`config.mk`:
```
export PLATFORM = sky130hd
export DESIGN_NAME = steering_frame_translator_core
export DESIGN_NICKNAME = d
export VERILOG_FILES = /design/src/hw/rtl/sft_pkg.sv /design/src/hw/rtl/sft_angle.sv /design/src/hw/rtl/sft_rate.sv /design/src/hw/rtl/steering_frame_translator_core.sv
export VERILOG_INCLUDE_DIRS = /design/src /design/src/hw/rtl
export SDC_FILE = /design/constraint.sdc
export NUM_CORES = 1
export LEC_CHECK = 0
export BUFFER_PORTS_ARGS = -buffer_cell sky130_fd_sc_hd__buf_2
export CAP_MARGIN = 10
export CORE_UTILIZATION = 26
export DETAILED_ROUTE_END_ITERATION = 12
export MAX_ROUTING_LAYER = met4
export PLACE_DENSITY = 0.45
export SYNTH_ARGS = -nofsm -noshare
export SYNTH_HDL_FRONTEND = slang
export SYNTH_HIERARCHICAL = 1
export SYNTH_SLANG_ARGS = --single-unit
export TNS_END_PERCENT = 30
```
`constraint.sdc`:
```
create_clock -name i_clk -period 14.6 [get_ports i_clk]
set_input_delay 3.65 -clock i_clk [delete_from_list [all_inputs] [get_ports i_clk]]
set_output_delay 3.65 -clock i_clk [all_outputs]
set_load 0.1 [all_outputs]
```
`src/hw/rtl/steering_frame_translator_core_assert.svh`:
```
// ----------------------------------------------------------------------------
// Steering frame translator assertion macros
// Shared property forms for the translator core checks.
// ----------------------------------------------------------------------------
`ifndef STEERING_FRAME_TRANSLATOR_CORE_ASSERT_SVH
`define STEERING_FRAME_TRANSLATOR_CORE_ASSERT_SVH

// Same-cycle implication, sampled on i_clk, off during reset.
`define SFT_ASSERT_NOW(label, ante, cons, msg) \
    label: assert property (@(posedge i_clk) disable iff (!i_rst_n) \
        (ante) |-> (cons)) else $error(msg);

// Next-cycle implication, sampled on i_clk, off during reset.
`define SFT_ASSERT_NEXT(label, ante, cons, msg) \
    label: assert property (@(posedge i_clk) disable iff (!i_rst_n) \
        (ante) |=> (cons)) else $error(msg);

`endif

```
`src/hw/rtl/sft_pkg.sv`:
```
// ----------------------------------------------------------------------------
// Steering frame translator package
// Transaction types and fixed constants shared by the translator modules.
// ----------------------------------------------------------------------------
package sft_pkg;

    typedef struct packed {
        logic [10:0] frame_id;
        logic [3:0]  frame_len;
        logic [7:0]  angle_low;
        logic [7:0]  angle_high;
        logic [7:0]  rate_raw;
    } t_frame_in;

    typedef struct packed {
        logic        accepted;
        logic [7:0]  out_angle_low;
        logic [7:0]  out_angle_high;
        logic [7:0]  out_rate;
        logic [7:0]  out_marker;
        logic [7:0]  out_check;
    } t_frame_out;

    localparam logic [10:0] FRAME_ID_OK   = 11'h0C4;
    localparam logic [3:0]  FRAME_LEN_MIN = 4'd5;
    localparam logic [7:0]  MARKER_BYTE   = 8'h07;

    // Angle: |s| * 45 / 100 = ((|s| * 9) >> 2) / 5, divide by 5 via reciprocal.
    localparam logic [12:0] ANGLE_LIMIT  = 13'd7200;
    localparam logic [16:0] DIV5_RECIP   = 17'd52429;   // ceil(2^18 / 5)

    // Rate: mag * 190 / 65 = mag * 38 / 13, folded into one constant.
    localparam logic [17:0] RATE_RECIP   = 18'd191596;  // 38 * ceil(2^16 / 13)
    localparam logic [7:0]  RATE_MAX     = 8'd255;

endpackage

```
`src/hw/rtl/sft_angle.sv`:
```
// ----------------------------------------------------------------------------
// Steering frame translator angle path
// Scale the signed angle by 0.45 toward zero, negate and clamp to +/-7200.
// ----------------------------------------------------------------------------
module sft_angle
    import sft_pkg::*;
(
    input  logic [7:0]  i_angle_low,
    input  logic [7:0]  i_angle_high,
    output logic [15:0] o_angle
);

    logic [15:0] raw;
    logic        neg;
    logic [16:0] mag;
    logic [19:0] mag9;
    logic [16:0] quarter;
    logic [33:0] prod;
    logic [13:0] quot;
    logic [12:0] clamped;

    assign raw  = {i_angle_high, i_angle_low};
    assign neg  = raw[15];
    assign mag  = neg ? (17'h10000 - {1'b0, raw}) : {1'b0, raw};
    assign mag9 = {mag, 3'b000} + {3'b000, mag};
    // mag9 stays below 2^19, so bits [18:2] hold the quarter exactly
    assign quarter = mag9[18:2];
    assign prod    = quarter * DIV5_RECIP;
    assign quot    = prod[31:18];

    assign clamped = (quot > {1'b0, ANGLE_LIMIT}) ? ANGLE_LIMIT : quot[12:0];

    // Negate: a negative input gives a positive result
    assign o_angle = neg ? {3'b000, clamped} : (16'd0 - {3'b000, clamped});

endmodule

```
`src/hw/rtl/sft_rate.sv`:
```
// ----------------------------------------------------------------------------
// Steering frame translator rate path
// Take the rate magnitude, scale by 190/65 and saturate at 255.
// ----------------------------------------------------------------------------
module sft_rate
    import sft_pkg::*;
(
    input  logic [7:0] i_rate_raw,
    output logic [7:0] o_rate
);

    logic [7:0]  mag;
    logic [25:0] prod;
    logic [9:0]  scaled;

    // -128 maps to 8'h80, read as an unsigned 128
    assign mag    = i_rate_raw[7] ? (8'd0 - i_rate_raw) : i_rate_raw;
    assign prod   = mag * RATE_RECIP;
    assign scaled = prod[25:16];
    assign o_rate = (scaled > {2'b00, RATE_MAX}) ? RATE_MAX : scaled[7:0];

endmodule

```
`src/hw/rtl/steering_frame_translator_core.sv`:
```
// ----------------------------------------------------------------------------
// Steering frame translator core
// Pipeline: 2 register stages, input then result; a result stalled by i_out_ready holds both.
// Throughput: 1 transaction per cycle while i_out_ready holds; the angle multiplier sets the path.
// Reset: synchronous active low; clears valids and the rolling counter to 0.
// ----------------------------------------------------------------------------
module steering_frame_translator_core
    import sft_pkg::*;
(
    input  logic       i_clk,
    input  logic       i_rst_n,
    input  logic       i_in_valid,
    output logic       o_in_ready,
    input  t_frame_in  i_in_data,
    output logic       o_out_valid,
    input  logic       i_out_ready,
    output t_frame_out o_out_data
);

    // Input register stage
    logic       r_s1_vld, n_s1_vld;
    t_frame_in  r_s1, n_s1;

    // Result register stage
    logic       r_out_vld, n_out_vld;
    t_frame_out r_out, n_out;

    // Rolling counter, advanced only by accepted frames
    logic [3:0] r_seq, n_seq;

    logic        adv;
    logic        frame_ok;
    logic [15:0] angle;
    logic [7:0]  rate;
    logic [7:0]  fold;
    logic [3:0]  csum;

    // Move the input stage forward when the result register is free or draining
    assign adv        = r_s1_vld && (!r_out_vld || i_out_ready);
    assign o_in_ready = !r_s1_vld || adv;

    sft_angle u_angle (
        .i_angle_low  (r_s1.angle_low),
        .i_angle_high (r_s1.angle_high),
        .o_angle      (angle)
    );

    sft_rate u_rate (
        .i_rate_raw (r_s1.rate_raw),
        .o_rate     (rate)
    );

    // Accept only the steering identifier with at least five data bytes
    assign frame_ok = (r_s1.frame_id == FRAME_ID_OK) && (r_s1.frame_len >= FRAME_LEN_MIN);

    // Fold the XOR of the payload bytes and counter into one nibble
    assign fold = angle[7:0] ^ angle[15:8] ^ rate ^ MARKER_BYTE ^ {4'b0000, r_seq};
    assign csum = fold[3:0] ^ fold[7:4];

    always_comb begin
        n_s1_vld = r_s1_vld;
        n_s1     = r_s1;
        if (o_in_ready) begin
            n_s1_vld = i_in_valid;
            n_s1     = i_in_data;
        end
    end

    always_comb begin
        n_out_vld = r_out_vld;
        n_out     = r_out;
        n_seq     = r_seq;
        if (r_out_vld && i_out_ready) begin
            n_out_vld = 1'b0;
        end
        if (adv) begin
            n_out_vld = 1'b1;
            if (frame_ok) begin
                n_out.accepted       = 1'b1;
                n_out.out_angle_low  = angle[7:0];
                n_out.out_angle_high = angle[15:8];
                n_out.out_rate       = rate;
                n_out.out_marker     = MARKER_BYTE;
                n_out.out_check      = {csum, r_seq};
                n_seq                = r_seq + 4'd1;
            end else begin
                // Drop the frame: every field reads zero, counter holds
                n_out = '0;
            end
        end
    end

    always_ff @(posedge i_clk) begin
        if (!i_rst_n) begin
            r_s1_vld  <= 1'b0;
            r_out_vld <= 1'b0;
            r_seq     <= 4'd0;
        end else begin
            r_s1_vld  <= n_s1_vld;
            r_out_vld <= n_out_vld;
            r_seq     <= n_seq;
        end
    end

    // Payload registers need no reset
    always_ff @(posedge i_clk) begin
        r_s1  <= n_s1;
        r_out <= n_out;
    end

    assign o_out_valid = r_out_vld;
    assign o_out_data  = r_out;

    // ------------------------------------------------------------------------
    // Assertions
    // ------------------------------------------------------------------------
`include "steering_frame_translator_core_assert.svh"

    // A rejected result carries all-zero fields
    `SFT_ASSERT_NOW(a_reject_zero,
        o_out_valid && !o_out_data.accepted,
        o_out_data == '0,
        "rejected result has nonzero fields")

    // An accepted result carries the marker byte
    `SFT_ASSERT_NOW(a_marker,
        o_out_valid && o_out_data.accepted,
        o_out_data.out_marker == MARKER_BYTE,
        "accepted result marker byte wrong")

    // The output angle always stays inside the clamp range
    `SFT_ASSERT_NOW(a_angle_range,
        o_out_valid && o_out_data.accepted,
        ($signed({o_out_data.out_angle_high, o_out_data.out_angle_low}) <= 16'sd7200)
        && ($signed({o_out_data.out_angle_high, o_out_data.out_angle_low}) >= -16'sd7200),
        "output angle outside clamp range")

    // The counter holds unless an accepted frame moves into the result register
    `SFT_ASSERT_NEXT(a_seq_hold,
        !(adv && frame_ok),
        $stable(r_seq),
        "rolling counter moved without an accepted frame")

endmodule

```
== Word level (Yosys, flattened, before mapping) ==
Cells that the tools add are included.

* Register bits: 86
* Bits in latches: 0
* RAM bits: 0
* ROM bits: 0
* Bits of input ports: 43
* Output and inout bits: 43
* Word-level logic and storage cells: 47
* Memories kept: 0

* Add/subtract/negate cells: 5
* Multipliers: 2
* Divide/modulo/power cells: 0
* Order comparisons: 3
* Equal/unequal tests: 1
* Shift operators: 0
* Multiplexer cells: 8
* Bitwise gates (word level): 5
* Reduce and logical (&&, ||, !) cells: 9

{| class="wikitable"
|+ Operators by type and width
! operator !! number
|-
| two-way mux 41 bit || 1
|-
| multiplier 17 x 16 -> 32 bit, second input constant || 1
|-
| multiplier 8 x 16 -> 24 bit, second input constant || 1
|-
| adder 19 x 17 -> 19 bit || 1
|-
| two-way mux 17 bit || 1
|-
| subtractor 17 x 16 -> 17 bit, first input constant || 1
|-
| two-way mux 16 bit || 1
|-
| two-way mux 8 bit || 2
|-
| bitwise XOR 8 bit || 2
|-
| > comparator 14 x 13 -> 1 bit, second input constant || 1
|-
| subtractor 1 x 13 -> 14 bit, first input constant || 1
|-
| two-way mux 13 bit || 1
|-
| == test 11 x 8 -> 1 bit, second input constant || 1
|-
| > comparator 10 x 8 -> 1 bit, second input constant || 1
|-
| subtractor 1 x 8 -> 8 bit, first input constant || 1
|-
| bitwise XOR 8 x 4 -> 8 bit || 1
|-
| adder 4 x 1 -> 4 bit, second input constant || 1
|-
| greater-or-equal comparator 4 x 3 -> 1 bit, second input constant || 1
|-
| bitwise XOR 4 bit || 1
|-
| logical AND 1 bit || 3
|-
| NOT 3 bit || 1
|-
| zero test 1 bit || 2
|-
| logical OR 1 bit || 2
|-
| two-way mux 1 bit || 2
|-
| 2 further kinds || 2
|}

== Logic depth before layout (Yosys ltp) ==
Gate-level depths: netlist (run 1).

* Depth in word-level cells: 14
* Mapped depth: 48
* Gate-level depth less buffers: 46

== Hierarchy ==
The synthesis (run 1) kept the hierarchy.

{| class="wikitable"
|+ By module, submodules not included
! module !! times used !! cells an instance !! area an instance (µm²) !! seq. area each (µm²)
|-
| sft_angle || 1 || 761 || 6648.9 || 0.0
|-
| steering_frame_translator_core || 1 || 177 || 2969.1 || 2282.2
|-
| sft_rate || 1 || 285 || 2446.1 || 0.0
|}

== Least setup slack after synthesis (run 1) ==
OpenSTA, ideal clock, no wires.

* Path kind: reg2reg
* Start: register r_s1[18] (netlist bit)
* End: register r_out (netlist bit o_out_data[4]) (data pin)
* Setup time: 254 ps
* Arrival: 10129 ps
* Required time: 14346 ps
* Path slack: 4217 ps
* Cell stages (with the launch flop): 42
* Path buffers: 1
* Period minus slack after synthesis: 10383 ps
* Cell sequence: edfxtp_1 -> or4_4 -> or4_1 -> or4_1 -> o21ai_1 -> xnor2_1 -> ha_1 -> a21o_1 -> a21oi_1 -> a21boi_0 -> o21a_1 -> xnor2_1 -> ha_1 -> inv_1 -> ha_1 -> inv_1 -> fa_1 -> fa_1 -> [6 not listed] -> o211a_1 -> or4_1 -> o21a_1 -> a21oi_2 -> a31o_1 -> a311oi_4 -> nor2_2 -> nand2_1 -> ha_1 -> and4_1 -> clkbuf_1 -> and3_1 -> a31oi_1 -> o221a_1 -> xnor2_1 -> xnor2_1 -> xnor2_1 -> nor2_1

* Elaborated cells on any way between the ends: 13
* Those cells by class: 3 x add/sub; 1 x mul; 1 x order compare; 3 x mux; 5 x bitwise

{| class="wikitable"
|+ RTL lines
! item !! RTL line !! text
|-
| from (decl) || steering_frame_translator_core.sv:22 || <nowiki>t_frame_in r_s1, n_s1;</nowiki>
|-
| from (signal assigned) || steering_frame_translator_core.sv:107 || <nowiki>r_s1 <= n_s1;</nowiki>
|-
| subtractor 17 x 16 -> 17 bit || sft_angle.sv:24 || <nowiki>assign mag = neg ? (17'h10000 - {1'b0, raw}) : {1'b0, raw};</nowiki>
|-
| two-way mux 17 bit * || sft_angle.sv:24 ||
|-
| adder 19 x 17 -> 19 bit * || sft_angle.sv:25 || <nowiki>assign mag9 = {mag, 3'b000} + {3'b000, mag};</nowiki>
|-
| multiplier 17 x 16 -> 32 bit * || sft_angle.sv:28 || <nowiki>assign prod = quarter * DIV5_RECIP;</nowiki>
|-
| > comparator 14 x 13 -> 1 bit || sft_angle.sv:31 || <nowiki>assign clamped = (quot > {1'b0, ANGLE_LIMIT}) ? ANGLE_LIMIT : quot[12:0];</nowiki>
|-
| two-way mux 13 bit * || sft_angle.sv:31 ||
|-
| subtractor 1 x 13 -> 14 bit || sft_angle.sv:34 || <nowiki>assign o_angle = neg ? {3'b000, clamped} : (16'd0 - {3'b000, clamped});</nowiki>
|-
| two-way mux 16 bit * || sft_angle.sv:34 ||
|-
| net angle[12] || steering_frame_translator_core.sv:33 || <nowiki>logic [15:0] angle;</nowiki>
|-
| bitwise XOR 8 bit * (2 in series) || steering_frame_translator_core.sv:57 || <nowiki>assign fold = angle[7:0] ^ angle[15:8] ^ rate ^ MARKER_BYTE ^ {4'b0000, r_seq};</nowiki>
|-
| bitwise XOR 8 x 4 -> 8 bit * || steering_frame_translator_core.sv:57 ||
|-
| bitwise XOR 4 bit * || steering_frame_translator_core.sv:58 || <nowiki>assign csum = fold[3:0] ^ fold[7:4];</nowiki>
|-
| to (signal assigned) || steering_frame_translator_core.sv:108 || <nowiki>r_out <= n_out;</nowiki>
|-
| to (decl) || steering_frame_translator_core.sv:26 || <nowiki>t_frame_out r_out, n_out;</nowiki>
|}

The timed path passes the listed nets; every way through them passes the cells marked *.
A chain may end at the register's enable or synchronous reset.

== Final worst setup path (run 1) ==
Same ends and word-level chain as after synthesis.

==> flow_summary_export.csv, run 1 <==
group,metric,value,unit
timing,timing.clock.skew,0.00567,ns
timing,timing.setup.tns,0,ns
routing,wl,30.5,mm
clock_network,post-cts-setup-buffers,0,
global_routing,grt-ovfl-total,0,
routing,routed_via_density,4.59,
routing,drcViolationCount,0,
outcome,status,"completed",
global_routing,pin_count_of_the_biggest_net_entering_global_routing,41,
floorplanning,dieArea,47300,um2
layout,post_route_cells_drive_above_1_share,0.116,
global_routing,first_global_vias,8999,
timing,rsz_0062_raised_after_global_routing,"false",
global_routing,gr_util_all_layers,0.137,
synthesis,synth.ff_latch_count,78,
routing,antenna_violating_nets_post_route,0,
timing,fmax,84.4,MHz
global_routing,grt_antenna_before_repair,0,
synthesis,synth_area,12100,um2
synthesis,ys.flop_type,"edfxtp_1",
floorplanning,core-area,45600,um2
floorplanning,start_util,0.265,
setup_path,cp_top_family,"adder cells",
place,detailed_place_hpwl,26.6,mm
synthesis,synth_edf_count,72,
setup_path,worst_path_cell_with_the_longest_stage_delay,"xnor2_1",
synthesis,synthTopCellsByArea,"ha_1 (21%), fa_1 (19%), edfxtp_1 (18%)",
synthesis,synthesis.area_per_instance,9.86,um2
clock_network,cts_hold_buf,0,
synthesis,ys_async_rst_share,0,
global_routing,first_pass_grt_wire_length,48.8,mm
setup_path,critical_path.max_stage_delay,0.83,ns
floorplanning,floorplan.die.width,217,um
setup_path,timing.critical_path.to_type,"register",
setup_path,arrival,11.93,ns
layout,layout.cells.most_common_list,"inv_1 (246), ha_1 (203), fa_1 (116)",
setup_path,setup.worst_path.start_class,"register",
place,buffer_ports.inserted,80,
timing,finalSetupViolations,0,
layout,layout.nets,1655,
layout,mostFrequentLayoutCell,"inv_1",
floorplanning,rows,78,
setup_path,worstPathRequired,14.68,ns
synthesis,netlist.top_cell.by_area,"ha_1",
clock_network,clockRootBuffer,"clkbuf_16",
min_path,hold_path.class,"register to register",
timing,timing.final.crit_share,0.812,
clock_network,clock_latency,0.36,ns
floorplanning,ios,86,
setup_path,crit_buf_inv,5,
setup_path,cpMostUsedCell,"xnor2_1",
timing,layout_min_cycle_time,11.85,ns
setup_path,critical_path.max_fanout,14,
routing,number_of_optimization_iterations_in_the_first_detailed_route_pass,5,
clock_network,ctsHtreeMaxLevel,3,
routing,drtIter0Drc,391,
clock_network,cts_inserted_buffers,9,
synthesis,synth_top_area_share,0.211,
timing,timing_worst_slew_pin_value,1.06,ns
layout,antennaDiodeCount,0,
synthesis,synthesis.instances,1223,
layout,flow.area_growth_from_synthesis,11.0,%
routing,detailroute.via_count,8708,
clock_network,tritoncts,"yes",
clock_network,cts.sinks,78,
job,count_of_max_cap_constraint_violations,0,
timing,timing.slew.headroom,0.285,
setup_path,worstSetupPathType,"register to register",
floorplanning,die_height,217,um
place,finalWeightedCongestion,0.910,
timing,maxSlewViolCount,0,
clock_network,post_cts_resized,0,
clock_network,cts-root-to-sink-buffers,2,
synthesis,synth_cell_type_count,94,
synthesis,ys_seq_area_frac,0.189,
clock_network,reg_clk_slew_reported_paths,0.06,ns
timing,timing_hold_violations_final,0,
synthesis,synth.yosys.warnings,6,
routing,wire_per_inst,16.1,um
[through the flow]
stage | util | hold slack (ns) | setup WS, ns | area, um2 | cells
2_1_floorplan | - | 0.473 | 4.22 | 12100 | 1227
3_3_place_gp | 0.287 | 0.495 | 2.87 | 13100 | 1882
3_5_place_dp | 0.287 | 0.506 | 2.81 | 13100 | 1882
4_1_cts | 0.294 | 0.515 | 2.75 | 13400 | 1898
5_1_grt | 0.294 | 0.555 | 1.85 | 13400 | 1898
6_report | 0.294 | 0.515 | 2.75 | 13400 | 1898
[layout make-up]
type / instances / area [um2]
inverters: 247 / 927
clock buffers: 10 / 229
clock inverters: 6 / 62.6
fillers: 4752 / 32200
repair buffers: 86 / 445
well taps: 600 / 751
multi-input cells: 871 / 8690
flip-flops and latches: 78 / 2280
[cells in the mapped netlist, drive strengths merged, types with 11 or more instances]
library cell  instances
o31ai                12
clkbuf               16
edfxtp               72
buf                  15
nand3                15
inv                 247
and2                 35
fa                  116
a211oi               11
xor2                 27
nand4                14
nor3                 24
a21o                 14
nand2                48
o21ai                30
nor2                 44
xnor2                65
ha                  203
a21oi                63
[worst reg2reg max path: cells and delay by family (launching register included)]
kind            cells  cell delay, ns
simple gates       10            2.79
compound gates     11            2.26
fa+ha+maj           9            3.44
buf+inv             5            0.34
flops               1            0.48
xor+xnor            6            2.27
[sequential cells by signal, indices dropped and copies added, names as in the netlist]
name,flops
o_out_data,33
r_s1_vld,1
r_seq,4
o_out_valid,1
r_s1,39
[cells by family after synthesis]
family / synth area share
xor+xnor: 0.0708
fa+ha+maj: 0.403
flops: 0.189
other cells: 0.000623
simple gates: 0.107
buf+inv: 0.0917
compound gates: 0.135
mux: 0.00176
[routing by layer]
metal	wire length (um)	global-route usage
met1	14200	0.178
met2	15200	0.227
met3	739	0.0143
met4	382	0.0331
met5	0	-
[path summary, 6_finish.rpt]
check,to,startpoint,depth (start not counted),slack (ns)
worst min-delay path,r_seq[3],r_seq[3],2,0.51
worst min register to register,r_seq[3],r_seq[3],2,0.51
worst max-delay path,o_out_data[4],r_s1[18],41,2.75
worst max register to register,o_out_data[4],r_s1[18],41,2.75
Power of run 1 is left out: the tool's default activity adds up to more than one toggle a clock period on the data nets, which glitch-free logic cannot reach.
==> run 2: changes to the inputs <==
--- a/config.mk
+++ b/config.mk
@@ -11,7 +11,7 @@
 export CORE_UTILIZATION = 26
 export DETAILED_ROUTE_END_ITERATION = 12
 export MAX_ROUTING_LAYER = met4
-export PLACE_DENSITY = 0.45
+export PLACE_DENSITY = 0.46
 export SYNTH_ARGS = -nofsm -noshare
 export SYNTH_HDL_FRONTEND = slang
 export SYNTH_HIERARCHICAL = 1
==> constraint.sdc (replaced) <==
create_clock -name i_clk -period 10.55 [get_ports i_clk]
set_input_delay 2.6375 -clock i_clk [delete_from_list [all_inputs] [get_ports i_clk]]
set_output_delay 2.6375 -clock i_clk [all_outputs]
set_load 0.1 [all_outputs]
==> flow_summary_export.csv, run 2 (same netlist as run 1, synthesis figures left out) <==
group,metric,value,unit
outcome,status,"completed",
clock_network,clockRootBuffer,"clkbuf_16",
global_routing,pin_count_of_the_biggest_net_entering_global_routing,41,
floorplanning,die_height,217,um
setup_path,setup.worst_path.start_class,"register",
clock_network,reg_clk_slew_reported_paths,0.06,ns
clock_network,cts_hold_buf,0,
layout,layout.nets,1706,
global_routing,grt-ovfl-total,0,
routing,drcViolationCount,0,
routing,wire_per_inst,15.9,um
setup_path,cpMostUsedCell,"inv_1",
min_path,hold-path-cell-count,2,
clock_network,tritoncts,"yes",
floorplanning,rows,78,
clock_network,clock_latency,0.35,ns
place,detailed_place_hpwl,26.8,mm
timing,timing.setup.tns,0,ns
global_routing,grt_antenna_before_repair,0,
global_routing,first_pass_grt_wire_length,49.1,mm
floorplanning,dieArea,47300,um2
layout,layout.core_utilization,0.310,
timing,timing_hold_violations_final,0,
place,finalWeightedCongestion,0.850,
setup_path,worst-r2r-cell-count,41,
setup_path,arrival,10.32,ns
clock_network,cts-root-to-sink-buffers,2,
setup_path,crit_buf_inv,8,
global_routing,first_global_vias,9122,
timing,timing.slew.headroom,0.342,
timing,timing.clock.skew,0.00731,ns
timing,timing.final.crit_share,0.971,
setup_path,worstPathRequired,10.62,ns
setup_path,worstSetupPathType,"register to register",
floorplanning,floorplan.die.width,217,um
setup_path,critical_path.max_fanout,7,
clock_network,cts.sinks,78,
routing,detailroute.via_count,8917,
layout,finalNonFillerCells,1948,
layout,antennaDiodeCount,0,
global_routing,gr_util_all_layers,0.137,
routing,wl,31.0,mm
timing,layout_min_cycle_time,10.25,ns
timing,post_route_hold_slack,0.521,ns
setup_path,critical_path.max_stage_delay,0.57,ns
routing,routed_via_density,4.58,
place,dp_cells,1920,
routing,drtIter0Drc,276,
timing,maxSlewViolCount,0,
floorplanning,core-area,45600,um2
routing,number_of_optimization_iterations_in_the_first_detailed_route_pass,4,
job,count_of_max_cap_constraint_violations,0,
layout,post_route_cells_drive_above_1_share,0.188,
clock_network,ctsHtreeMaxLevel,3,
setup_path,worst_path_cell_with_the_longest_stage_delay,"or4_4",
floorplanning,ios,86,
layout,mostFrequentLayoutCell,"inv_1",
layout,flow.area_growth_from_synthesis,17.0,%
setup_path,critical_path_depth,41,
routing,antenna_violating_nets_post_route,0,
clock_network,cts_inserted_buffers,9,
timing,fmax,97.6,MHz
layout,largest_register_ffs,39,
setup_path,cp_top_family,"adder cells",
setup_path,timing.critical_path.to_type,"register",
min_path,hold_path.class,"register to register",
place,buffer_ports.inserted,80,
floorplanning,start_util,0.265,
timing,timing_worst_slew_pin_value,0.983,ns
timing,rsz_0062_raised_after_global_routing,"true",
timing,finalSetupViolations,0,
layout,layout.cells.most_common_list,"inv_1 (244), ha_1 (192), fa_1 (116)",
layout,top_reg_by_flops,"r_s1",
[run 2: worst paths after layout]
kind	to	slack (ns)	startpoint
max	o_out_data[4]	0.30	r_s1[18]
min	r_seq[3]	0.52	r_seq[3]
max reg2reg	o_out_data[4]	0.30	r_s1[18]
min reg2reg	r_seq[3]	0.52	r_seq[3]
[run 2: layout make-up]
cell class	instances	area [um2]
fillers	4728	31500
repair buffers	137	828
multi-input cells	871	8990
clock inverters	6	111
clock buffers	9	225
flip-flops and latches	78	2280
inverters	247	927
well taps	600	751
[run 2: repair_timing]
| item | in CTS | in global routing |
|---|---|---|
| cloned | 0 | 0 |
| gates resized for setup | 9 | 49 |
| setup buffers | 1 | 12 |
| pin swaps | 1 | 18 |
| endpoints found under the setup margin | 2 | 6 |
[run 2: worst min-delay path: stages, from the launching register on]
cell	delay, ns
dfxtp_1	0.34
o31ai_1	0.08
a21oi_1	0.06
[run 2: per-stage QoR]
step	cell area, um2	setup WS (ns)
after floorplan	12100	0.167
after global placement	13400	-0.113
after detailed placement	13400	-0.235
after CTS	13800	0.0253
after global routing	14100	-0.0699
final	14100	0.301
[run 2: per-layer routing]
layer / global-route usage / wire length (um) / vias to the layer above
met3: 0.0148 / 526 / 18
li1: - / - / 4385
met5: - / 0 / -
met1: 0.174 / 14200 / 4433
met2: 0.233 / 15800 / 81
met4: 0.0326 / 416 / 0
Power of run 2 is left out for the same reason.
